[src/hw/rtl/spadd_pkg.sv]
`default_nettype none

package spadd_pkg;

  // field widths
  localparam int unsigned MODE_W  = 2;
  localparam int unsigned COEFF_W = 16;
  localparam int unsigned EXP_W   = 10;
  localparam int unsigned SUM_W   = COEFF_W + 1;

  // default list capacity
  localparam int unsigned MAX_TERMS_DEF = 16;

  // item modes
  localparam logic [MODE_W-1:0] MODE_LOAD_A = 2'd0;
  localparam logic [MODE_W-1:0] MODE_LOAD_B = 2'd1;
  localparam logic [MODE_W-1:0] MODE_MERGE  = 2'd2;

  // one stored term
  typedef struct packed {
    logic signed [COEFF_W-1:0] coeff;
    logic [EXP_W-1:0]          exponent;
  } term_t;

  // decision of the compare/add unit
  typedef struct packed {
    logic take_a;
    logic take_b;
  } pick_t;

endpackage

`default_nettype wire

[src/hw/rtl/spadd_if.sv]
`default_nettype none

// input item channel
interface spadd_in_if;
  import spadd_pkg::*;

  logic                      valid;
  logic                      ready;
  logic [MODE_W-1:0]         mode;
  logic signed [COEFF_W-1:0] coeff;
  logic [EXP_W-1:0]          exponent;

  modport source (output valid, output mode, output coeff, output exponent, input ready);
  modport sink (input valid, input mode, input coeff, input exponent, output ready);
endinterface

// result item channel
interface spadd_out_if;
  import spadd_pkg::*;

  logic                    valid;
  logic                    ready;
  logic signed [SUM_W-1:0] sum_coeff;
  logic [EXP_W-1:0]        sum_exponent;
  logic                    last;
  logic                    empty_res;
  logic                    overflowed;

  modport source (
    output valid, output sum_coeff, output sum_exponent, output last,
    output empty_res, output overflowed, input ready
  );
  modport sink (
    input valid, input sum_coeff, input sum_exponent, input last,
    input empty_res, input overflowed, output ready
  );
endinterface

`default_nettype wire

[src/hw/rtl/spadd_list_mem.sv]
`default_nettype none

module spadd_list_mem #(
  parameter int unsigned DEPTH = spadd_pkg::MAX_TERMS_DEF,
  parameter int unsigned IDX_W = (DEPTH > 1) ? $clog2(DEPTH) : 1
) (
  input  wire logic              clk_i,
  input  wire logic              we_i,
  input  wire logic [IDX_W-1:0]  waddr_i,
  input  wire spadd_pkg::term_t  wdata_i,
  input  wire logic [IDX_W-1:0]  raddr_i,
  output spadd_pkg::term_t       rdata_o
);
  import spadd_pkg::*;

  term_t mem_q [DEPTH];
  term_t rdata_q;

  // one write port, one registered read port
  always_ff @(posedge clk_i) begin
    if (we_i) begin
      mem_q[waddr_i] <= wdata_i;
    end
    rdata_q <= mem_q[raddr_i];
  end

  assign rdata_o = rdata_q;

endmodule

`default_nettype wire

[src/hw/rtl/spadd_term_alu.sv]
`default_nettype none

module spadd_term_alu (
  input  wire spadd_pkg::term_t                  a_i,
  input  wire spadd_pkg::term_t                  b_i,
  input  wire logic                              a_avail_i,
  input  wire logic                              b_avail_i,
  output spadd_pkg::pick_t                       pick_o,
  output logic signed [spadd_pkg::SUM_W-1:0]     sum_coeff_o,
  output logic [spadd_pkg::EXP_W-1:0]            sum_exponent_o
);
  import spadd_pkg::*;

  logic signed [SUM_W-1:0] a_ext;
  logic signed [SUM_W-1:0] b_ext;

  assign a_ext = {a_i.coeff[COEFF_W-1], a_i.coeff};
  assign b_ext = {b_i.coeff[COEFF_W-1], b_i.coeff};

  // exponent compare picks the head term, equal heads are added
  always_comb begin
    pick_o = '0;
    if (a_avail_i && b_avail_i) begin
      if (a_i.exponent > b_i.exponent) begin
        pick_o.take_a = 1'b1;
      end else if (a_i.exponent < b_i.exponent) begin
        pick_o.take_b = 1'b1;
      end else begin
        pick_o.take_a = 1'b1;
        pick_o.take_b = 1'b1;
      end
    end else begin
      pick_o.take_a = a_avail_i;
      pick_o.take_b = b_avail_i && !a_avail_i;
    end

    if (pick_o.take_a && pick_o.take_b) begin
      sum_coeff_o = a_ext + b_ext;
    end else if (pick_o.take_a) begin
      sum_coeff_o = a_ext;
    end else begin
      sum_coeff_o = b_ext;
    end
    sum_exponent_o = pick_o.take_a ? a_i.exponent : b_i.exponent;
  end

endmodule

`default_nettype wire

[src/hw/rtl/sparse_polynomial_add_merge_core.sv]
// sequence: a load is written into its list when accepted; a merge item enters ST_MERGE,
// then its terms are registered in the output register one per cycle while it is taken
// throughput: one load per cycle, one merged term per cycle from the shared compare/add unit
// the block is not ready from a merge until its last term is taken
// reset: asynchronous, active low; clears both counts, the dropped flag and the sequencer,
// list memories are not cleared and need no clearing pass
`default_nettype none

module sparse_polynomial_add_merge_core #(
  parameter int unsigned MAX_TERMS = spadd_pkg::MAX_TERMS_DEF
) (
  input  wire logic         clk_i,
  input  wire logic         rst_ni,
  spadd_in_if.sink          in_i,
  spadd_out_if.source       out_o
);
  import spadd_pkg::*;

  localparam int unsigned IDX_W = (MAX_TERMS > 1) ? $clog2(MAX_TERMS) : 1;
  localparam int unsigned CNT_W = $clog2(MAX_TERMS + 1);
  localparam logic [CNT_W-1:0] CNT_MAX = CNT_W'(MAX_TERMS);
  localparam logic [CNT_W-1:0] CNT_ONE = CNT_W'(1);

  typedef enum logic [1:0] {
    ST_IDLE,
    ST_MERGE,
    ST_DRAIN
  } state_e;

  state_e                  state_q;
  logic [CNT_W-1:0]        cnt_a_q;
  logic [CNT_W-1:0]        cnt_b_q;
  logic [CNT_W-1:0]        i_q, i_d;
  logic [CNT_W-1:0]        j_q, j_d;
  logic                    dropped_q;
  logic                    out_valid_q;
  logic signed [SUM_W-1:0] out_coeff_q;
  logic [EXP_W-1:0]        out_exp_q;
  logic                    out_last_q;
  logic                    out_empty_q;
  logic                    out_ovf_q;

  logic                    in_fire;
  logic                    we_a;
  logic                    we_b;
  logic                    mrg_fire;
  logic                    out_fire;
  logic                    last_d;
  logic [IDX_W-1:0]        raddr_a;
  logic [IDX_W-1:0]        raddr_b;
  term_t                   wterm;
  term_t                   head_a;
  term_t                   head_b;
  pick_t                   pick;
  logic signed [SUM_W-1:0] alu_coeff;
  logic [EXP_W-1:0]        alu_exp;

  assign wterm.coeff    = in_i.coeff;
  assign wterm.exponent = in_i.exponent;

  // handshake and pointer advance
  always_comb begin
    in_fire  = (state_q == ST_IDLE) && in_i.valid;
    we_a     = in_fire && (in_i.mode == MODE_LOAD_A) && (cnt_a_q < CNT_MAX);
    we_b     = in_fire && (in_i.mode == MODE_LOAD_B) && (cnt_b_q < CNT_MAX);
    out_fire = out_valid_q && out_o.ready;
    mrg_fire = (state_q == ST_MERGE) && (!out_valid_q || out_o.ready);
    i_d = i_q;
    j_d = j_q;
    if (mrg_fire) begin
      if (pick.take_a) begin
        i_d = i_q + CNT_ONE;
      end
      if (pick.take_b) begin
        j_d = j_q + CNT_ONE;
      end
    end
    if ((state_q == ST_DRAIN) && out_fire) begin
      i_d = '0;
      j_d = '0;
    end
    last_d  = (i_d >= cnt_a_q) && (j_d >= cnt_b_q);
    raddr_a = (i_d < CNT_MAX) ? i_d[IDX_W-1:0] : '0;
    raddr_b = (j_d < CNT_MAX) ? j_d[IDX_W-1:0] : '0;
  end

  // term lists
  spadd_list_mem #(
    .DEPTH (MAX_TERMS),
    .IDX_W (IDX_W)
  ) u_list_a (
    .clk_i   (clk_i),
    .we_i    (we_a),
    .waddr_i (cnt_a_q[IDX_W-1:0]),
    .wdata_i (wterm),
    .raddr_i (raddr_a),
    .rdata_o (head_a)
  );

  spadd_list_mem #(
    .DEPTH (MAX_TERMS),
    .IDX_W (IDX_W)
  ) u_list_b (
    .clk_i   (clk_i),
    .we_i    (we_b),
    .waddr_i (cnt_b_q[IDX_W-1:0]),
    .wdata_i (wterm),
    .raddr_i (raddr_b),
    .rdata_o (head_b)
  );

  // shared compare/add unit
  spadd_term_alu u_alu (
    .a_i            (head_a),
    .b_i            (head_b),
    .a_avail_i      (i_q < cnt_a_q),
    .b_avail_i      (j_q < cnt_b_q),
    .pick_o         (pick),
    .sum_coeff_o    (alu_coeff),
    .sum_exponent_o (alu_exp)
  );

  // sequencer, counts and output register
  always_ff @(posedge clk_i or negedge rst_ni) begin
    if (!rst_ni) begin
      state_q     <= ST_IDLE;
      cnt_a_q     <= '0;
      cnt_b_q     <= '0;
      i_q         <= '0;
      j_q         <= '0;
      dropped_q   <= 1'b0;
      out_valid_q <= 1'b0;
      out_coeff_q <= '0;
      out_exp_q   <= '0;
      out_last_q  <= 1'b0;
      out_empty_q <= 1'b0;
      out_ovf_q   <= 1'b0;
    end else begin
      i_q <= i_d;
      j_q <= j_d;
      case (state_q)
        ST_IDLE: begin
          if (in_fire) begin
            case (in_i.mode)
              MODE_LOAD_A: begin
                if (we_a) begin
                  cnt_a_q <= cnt_a_q + CNT_ONE;
                end else begin
                  dropped_q <= 1'b1;
                end
              end
              MODE_LOAD_B: begin
                if (we_b) begin
                  cnt_b_q <= cnt_b_q + CNT_ONE;
                end else begin
                  dropped_q <= 1'b1;
                end
              end
              MODE_MERGE: begin
                if ((cnt_a_q == '0) && (cnt_b_q == '0)) begin
                  // empty sum: one flagged result
                  out_valid_q <= 1'b1;
                  out_coeff_q <= '0;
                  out_exp_q   <= '0;
                  out_last_q  <= 1'b1;
                  out_empty_q <= 1'b1;
                  out_ovf_q   <= dropped_q;
                  state_q     <= ST_DRAIN;
                end else begin
                  state_q <= ST_MERGE;
                end
              end
              default: begin
              end
            endcase
          end
        end
        ST_MERGE: begin
          if (mrg_fire) begin
            out_valid_q <= 1'b1;
            out_coeff_q <= alu_coeff;
            out_exp_q   <= alu_exp;
            out_last_q  <= last_d;
            out_empty_q <= 1'b0;
            out_ovf_q   <= dropped_q;
            if (last_d) begin
              state_q <= ST_DRAIN;
            end
          end
        end
        ST_DRAIN: begin
          if (out_fire) begin
            out_valid_q <= 1'b0;
            cnt_a_q     <= '0;
            cnt_b_q     <= '0;
            dropped_q   <= 1'b0;
            state_q     <= ST_IDLE;
          end
        end
        default: begin
          state_q <= ST_IDLE;
        end
      endcase
    end
  end

  assign in_i.ready         = (state_q == ST_IDLE);
  assign out_o.valid        = out_valid_q;
  assign out_o.sum_coeff    = out_coeff_q;
  assign out_o.sum_exponent = out_exp_q;
  assign out_o.last         = out_last_q;
  assign out_o.empty_res    = out_empty_q;
  assign out_o.overflowed   = out_ovf_q;

endmodule

`default_nettype wire

[src/flat_wrapper.sv]
// flat-port wrapper written by rule: the top's interface ports become plain ports
module sparse_polynomial_add_merge_core_flat import spadd_pkg::*;
#(
  parameter int unsigned MAX_TERMS = spadd_pkg::MAX_TERMS_DEF
)
  (clk_i, rst_ni, in_i_valid, in_i_mode, in_i_coeff, in_i_exponent, in_i_ready, out_o_valid, out_o_sum_coeff, out_o_sum_exponent, out_o_last, out_o_empty_res, out_o_overflowed, out_o_ready);
  spadd_in_if in_i_i ();
  spadd_out_if out_o_i ();
  input  wire logic clk_i;
  input  wire logic rst_ni;
  input wire logic [$bits(in_i_i.valid)-1:0] in_i_valid;
  input wire logic [$bits(in_i_i.mode)-1:0] in_i_mode;
  input wire logic [$bits(in_i_i.coeff)-1:0] in_i_coeff;
  input wire logic [$bits(in_i_i.exponent)-1:0] in_i_exponent;
  output wire logic [$bits(in_i_i.ready)-1:0] in_i_ready;
  output wire logic [$bits(out_o_i.valid)-1:0] out_o_valid;
  output wire logic [$bits(out_o_i.sum_coeff)-1:0] out_o_sum_coeff;
  output wire logic [$bits(out_o_i.sum_exponent)-1:0] out_o_sum_exponent;
  output wire logic [$bits(out_o_i.last)-1:0] out_o_last;
  output wire logic [$bits(out_o_i.empty_res)-1:0] out_o_empty_res;
  output wire logic [$bits(out_o_i.overflowed)-1:0] out_o_overflowed;
  input wire logic [$bits(out_o_i.ready)-1:0] out_o_ready;
  assign in_i_i.valid = in_i_valid;
  assign in_i_i.mode = in_i_mode;
  assign in_i_i.coeff = in_i_coeff;
  assign in_i_i.exponent = in_i_exponent;
  assign in_i_ready = in_i_i.ready;
  assign out_o_valid = out_o_i.valid;
  assign out_o_sum_coeff = out_o_i.sum_coeff;
  assign out_o_sum_exponent = out_o_i.sum_exponent;
  assign out_o_last = out_o_i.last;
  assign out_o_empty_res = out_o_i.empty_res;
  assign out_o_overflowed = out_o_i.overflowed;
  assign out_o_i.ready = out_o_ready;
  sparse_polynomial_add_merge_core #(.MAX_TERMS(MAX_TERMS)) u_core (.clk_i(clk_i), .rst_ni(rst_ni), .in_i(in_i_i), .out_o(out_o_i));
endmodule
[config.mk]
export PLATFORM = sky130hd
export DESIGN_NAME = sparse_polynomial_add_merge_core_flat
export DESIGN_NICKNAME = d
export VERILOG_FILES = /design/src/hw/rtl/spadd_pkg.sv /design/src/hw/rtl/spadd_if.sv /design/src/hw/rtl/spadd_list_mem.sv /design/src/hw/rtl/spadd_term_alu.sv /design/src/hw/rtl/sparse_polynomial_add_merge_core.sv /design/src/flat_wrapper.sv
export SDC_FILE = /design/constraint.sdc
export NUM_CORES = 1
export LEC_CHECK = 0
export ABC_CLOCK_PERIOD_IN_PS = 13100
export BUFFER_PORTS_ARGS = -buffer_cell sky130_fd_sc_hd__buf_2
export CAP_MARGIN = 10
export CORE_MARGIN = 5
export CORE_UTILIZATION = 60
export CTS_BUF_LIST = sky130_fd_sc_hd__clkbuf_16
export DETAILED_ROUTE_END_ITERATION = 8
export GPL_TIMING_DRIVEN = 0
export PLACE_DENSITY = 0.76
export SYNTH_ARGS = -nofsm -noshare
export SYNTH_HDL_FRONTEND = slang
export SYNTH_HIERARCHICAL = 1
export SYNTH_SLANG_ARGS = --single-unit
[constraint.sdc]
create_clock -name clk_i -period 13.1 [get_ports clk_i]
set_input_delay 1.965 -clock clk_i [delete_from_list [all_inputs] [get_ports clk_i]]
set_output_delay 1.965 -clock clk_i [all_outputs]
set_load 0.005 [all_outputs]
==> flow_metrics.py <==
metrics = {
    "layout": {
        "seqCellArea_um2": 27380,
        "stdcell_count": 2903,
        "multi_input_area_um2": 9062,
        "area_growth_pct": 13.88,
        "nets": 2122,
        "layout-drive-gt1-share": 0.2220,
        "fillers": 3721,
        "diodes": 0,
        "utilization": 0.6861,
    },
    "placed_design": {
        "numPortBuffers": 63,
        "dp_slack_ns": 6.860,
        "dp_hpwl_um": 54940,
        "dp_cells": 2738,
        "routabilityCongestion": 0.8852,
    },
    "route": {
        "antenna_left": 0,
        "vias_per_cell": 6.587,
        "wirelength_um": 85440,
        "post_drt_wl_per_cell_um": 29.43,
        "num_vias": 19123,
        "wl_met2_um": 40880,
        "top_layer_used": "met5",
        "drt-met1-wl_um": 34500,
        "wl_met3_um": 8250,
        "dr.pass1.iters": 5,
        "drtIter0Drc": 2154,
        "drc": 0,
    },
    "pwr": {
        "vdd.ir_drop.worst_v": 0.0001707,
        "power_density_nw_per_um2": 230.1,
        "p_leak_nw": 14.22,
    },
    "sta": {
        "rsz0062_at_grt": "false",
        "finalHoldViolCount": 0,
        "slew_violations": 0,
        "finalSetupViolCount": 0,
        "fin_crit_sh": 0.4999,
        "fmax_mhz": 152.7,
        "worstMarginPinSlew_ns": 0.9505,
        "setup_slack_ns": 6.551,
        "slew_headroom": 0.3629,
        "min_period_ns": 6.549,
        "fin_worst_skew_ns": 0.02036,
        "fin_setup_tns_ns": 0,
    },
    "critical_path": {
        "path_class": "reg -> reg",
        "cp.required_ns": 13.65,
        "r2r-end": "u_core/u_list_b/rdata_o[15]$_DFF_P_",
        "setup.worst_path.end": "u_core/u_list_b/rdata_o[15]$_DFF_P_",
        "cp-start-kind": "flip-flop",
        "arrival_ns": 7.09,
        "rr_worst_depth": 20,
        "crit_start": "u_core/cnt_a_q[1]$_DFFE_PN0P_",
        "end_kind": "flip-flop",
        "r2r_slack_ns": 6.55,
        "path_max_fanout": 11,
        "r2r-start": "u_core/cnt_a_q[1]$_DFFE_PN0P_",
    },
    "synthesis": {
        "yosys-top-cells-count": "edfxtp_1, mux4_2, a22oi_1, nand2_1, mux4_1",
        "synth_nets": 1921,
        "synth_warnings": 6,
        "synth.most_common_cell": "edfxtp_1",
        "yosys_most_used_dff": "edfxtp_1",
        "avgSynthCellArea_um2": 20.12,
        "netlist_instances": 1838,
        "synth_cell_types": 63,
        "syn_area_um2": 36980,
        "yosysTopAreaCell": "edfxtp_1",
        "synth_edf_count": 832,
        "ys_top_cells_by_area": "edfxtp_1, mux4_2, mux4_1",
        "synth_top_area_share": 0.6757,
        "ys_async_sr_fraction": 0.05757,
        "seq_area_frac_synth": 0.7404,
        "synth_seq_cells": 938,
    },
    "floorplan": {
        "die_y_um": 258.3,
        "core_um2": 61370,
        "row_count": 91,
        "initial_utilization": 0.6025,
        "io_pins": 64,
        "dieArea_um2": 66690,
        "die_w_um": 258.3,
    },
    "flow_run": {
        "cap_violations": 0,
    },
    "min_path": {
        "hold_path.class": "reg -> reg",
    },
    "outcome": {
        "status": "finished clean",
    },
    "grt": {
        "antenna_found_initial": 3,
        "grt_pass1_vias": 19361,
        "grt_pass1_wl_um": 126400,
        "grt-ovfl-total": 0,
        "grt_max_degree": 55,
        "track_usage": 0.2574,
    },
    "clocking": {
        "clk_latency_ns": 0.63,
        "cts_buffers": 89,
        "cts_tree": "done",
        "clock-sinks": 938,
        "cts_max_level": 3,
        "cts_resized": 0,
        "cts_buffer_depth": 3,
        "cts.clk_slew.worst_paths_ns": 0.06,
        "hold_buffers": 0,
        "cts_setup_buffers": 0,
        "ctsRootBufferMaster": "clkbuf_16",
    },
}
metal layers:
layer,vias up,global-route usage
li1,8028,-
met2,1077,0.4107
met4,4,0.06625
met3,125,0.05739
met5,-,0
met1,9889,0.3723
critical path: stages, from the launching register on:
cell and delay, ns:
dfrtp_1 0.59, inv_1 0.17, ha_1 0.32, o21ai_0 0.07, a21boi_0 0.10, o21ai_0 0.16, o2bb2ai_1 0.33, o31ai_1 0.25
nand2_1 0.38, clkbuf_1 0.58, o21ai_0 0.48, and3_1 0.27, clkbuf_1 0.19, nand4_1 0.15, mux2i_1 0.36, and2_1 0.26
nor2b_1 0.14, clkbuf_1 0.48, clkbuf_1 0.72, a22oi_1 0.22, nand2_1 0.19
layout by cell type, fill, tap and decap left out, types with 7 or more instances in the layout:
cell type / instances
a22o_1: 30
inv_1: 59
o21ai_0: 27
mux4_1: 72
clkbuf_16: 93
nor2b_1: 9
buf_12: 29
buf_1: 7
nor2_4: 24
ha_1: 50
buf_16: 9
clkinv_2: 14
nor3_2: 8
nand2_1: 91
dfxtp_1: 52
mux4_2: 136
mux2i_1: 11
nor2_1: 41
a21oi_1: 32
edfxtp_1: 832
nand2b_1: 7
dfrtp_1: 54
nand4_1: 13
nor3_1: 8
a22oi_1: 106
o211ai_1: 7
buf_2: 90
mux2_2: 9
clkbuf_1: 32
xnor2_1: 16
clkinv_1: 21
buf_6: 25
nand3_1: 12
worst min path at each step:
| stage | startpoint | to | slack (ns) | cells after the start |
|---|---|---|---|---|
| 2_1_floorplan | u_core/dropped_q$_DFFE_PN0P_ | u_core/dropped_q$_DFFE_PN0P_ | 0.46 | 2 |
| 3_3_place_gp | u_core/out_o.sum_coeff[15]$_DFFE_PN0P_ | u_core/out_o.sum_coeff[15]$_DFFE_PN0P_ | 0.48 | 1 |
| 3_5_place_dp | u_core/out_o.sum_exponent[9]$_DFFE_PN0P_ | u_core/out_o.sum_exponent[9]$_DFFE_PN0P_ | 0.48 | 1 |
| 4_1_cts | u_core/out_o.sum_coeff[14]$_DFFE_PN0P_ | u_core/out_o.sum_coeff[14]$_DFFE_PN0P_ | 0.50 | 1 |
| 5_1_grt | u_core/out_o.sum_exponent[0]$_DFFE_PN0P_ | u_core/out_o.sum_exponent[0]$_DFFE_PN0P_ | 0.52 | 1 |
| 6_report | u_core/out_o.sum_exponent[9]$_DFFE_PN0P_ | u_core/out_o.sum_exponent[9]$_DFFE_PN0P_ | 0.50 | 1 |
per-stage QoR:
step,power (W),cell area (um^2),hold slack (ns)
after floorplan,0.006129,36980,0.4622
after global placement,0.007127,38280,0.4798
after detailed placement,0.007213,39310,0.4820
after CTS,0.009693,42110,0.4998
after global routing,0.01011,42110,0.5189
final,0.009689,42110,0.4962
state kept, by name (all words and copies together), names as in the netlist:
name,cells
u_core/u_list_b/rdata_o,26
u_core/out_o.overflowed,1
u_core/state_q,2
u_core/out_o.empty_res,1
u_core/u_list_b/mem_q,416
u_core/out_o.sum_coeff,17
u_core/cnt_a_q,5
u_core/out_o.valid,1
u_core/u_list_a/rdata_o,26
u_core/u_list_a/mem_q,416
u_core/out_o.sum_exponent,10
u_core/i_q,5
u_core/j_q,5
u_core/cnt_b_q,5
u_core/dropped_q,1
u_core/out_o.last,1
power by group:
group | internal [W] | total (W) | switching (W) | leakage (nW)
Clock | 0.00140 | 0.00246 | 0.00106 | 1.47
Sequential | 0.00342 | 0.00355 | 0.000134 | 8.55
Combinational | 0.00166 | 0.00368 | 0.00202 | 4.20
Total | 0.00647 | 0.00969 | 0.00321 | 14.2
logic make-up (layout without fill, tap and decap cells):
group,after synthesis,count (layout),synth area share
AOI/OAI and AO/OA,239,239,0.04609
and+or+nand+nor,235,235,0.02944
muxes,231,231,0.1409
adders and majority gates,51,51,0.01746
DFF,938,938,0.7404
xor gates and xnor gates,22,22,0.005211
buffers and inverters,122,397,0.02051
final cells by class:
| class | instances | area share |
|---|---|---|
| well taps | 790 | 0.02347 |
| repair buffers | 110 | 0.02671 |
| flip-flops and latches | 938 | 0.6501 |
| clock buffers | 93 | 0.05527 |
| multi-input cells | 778 | 0.2152 |
| plain buffers | 87 | 0.01489 |
| clock inverters | 72 | 0.01117 |
| inverters | 35 | 0.003120 |
Note: power is estimated with default switching activity, not from simulation.
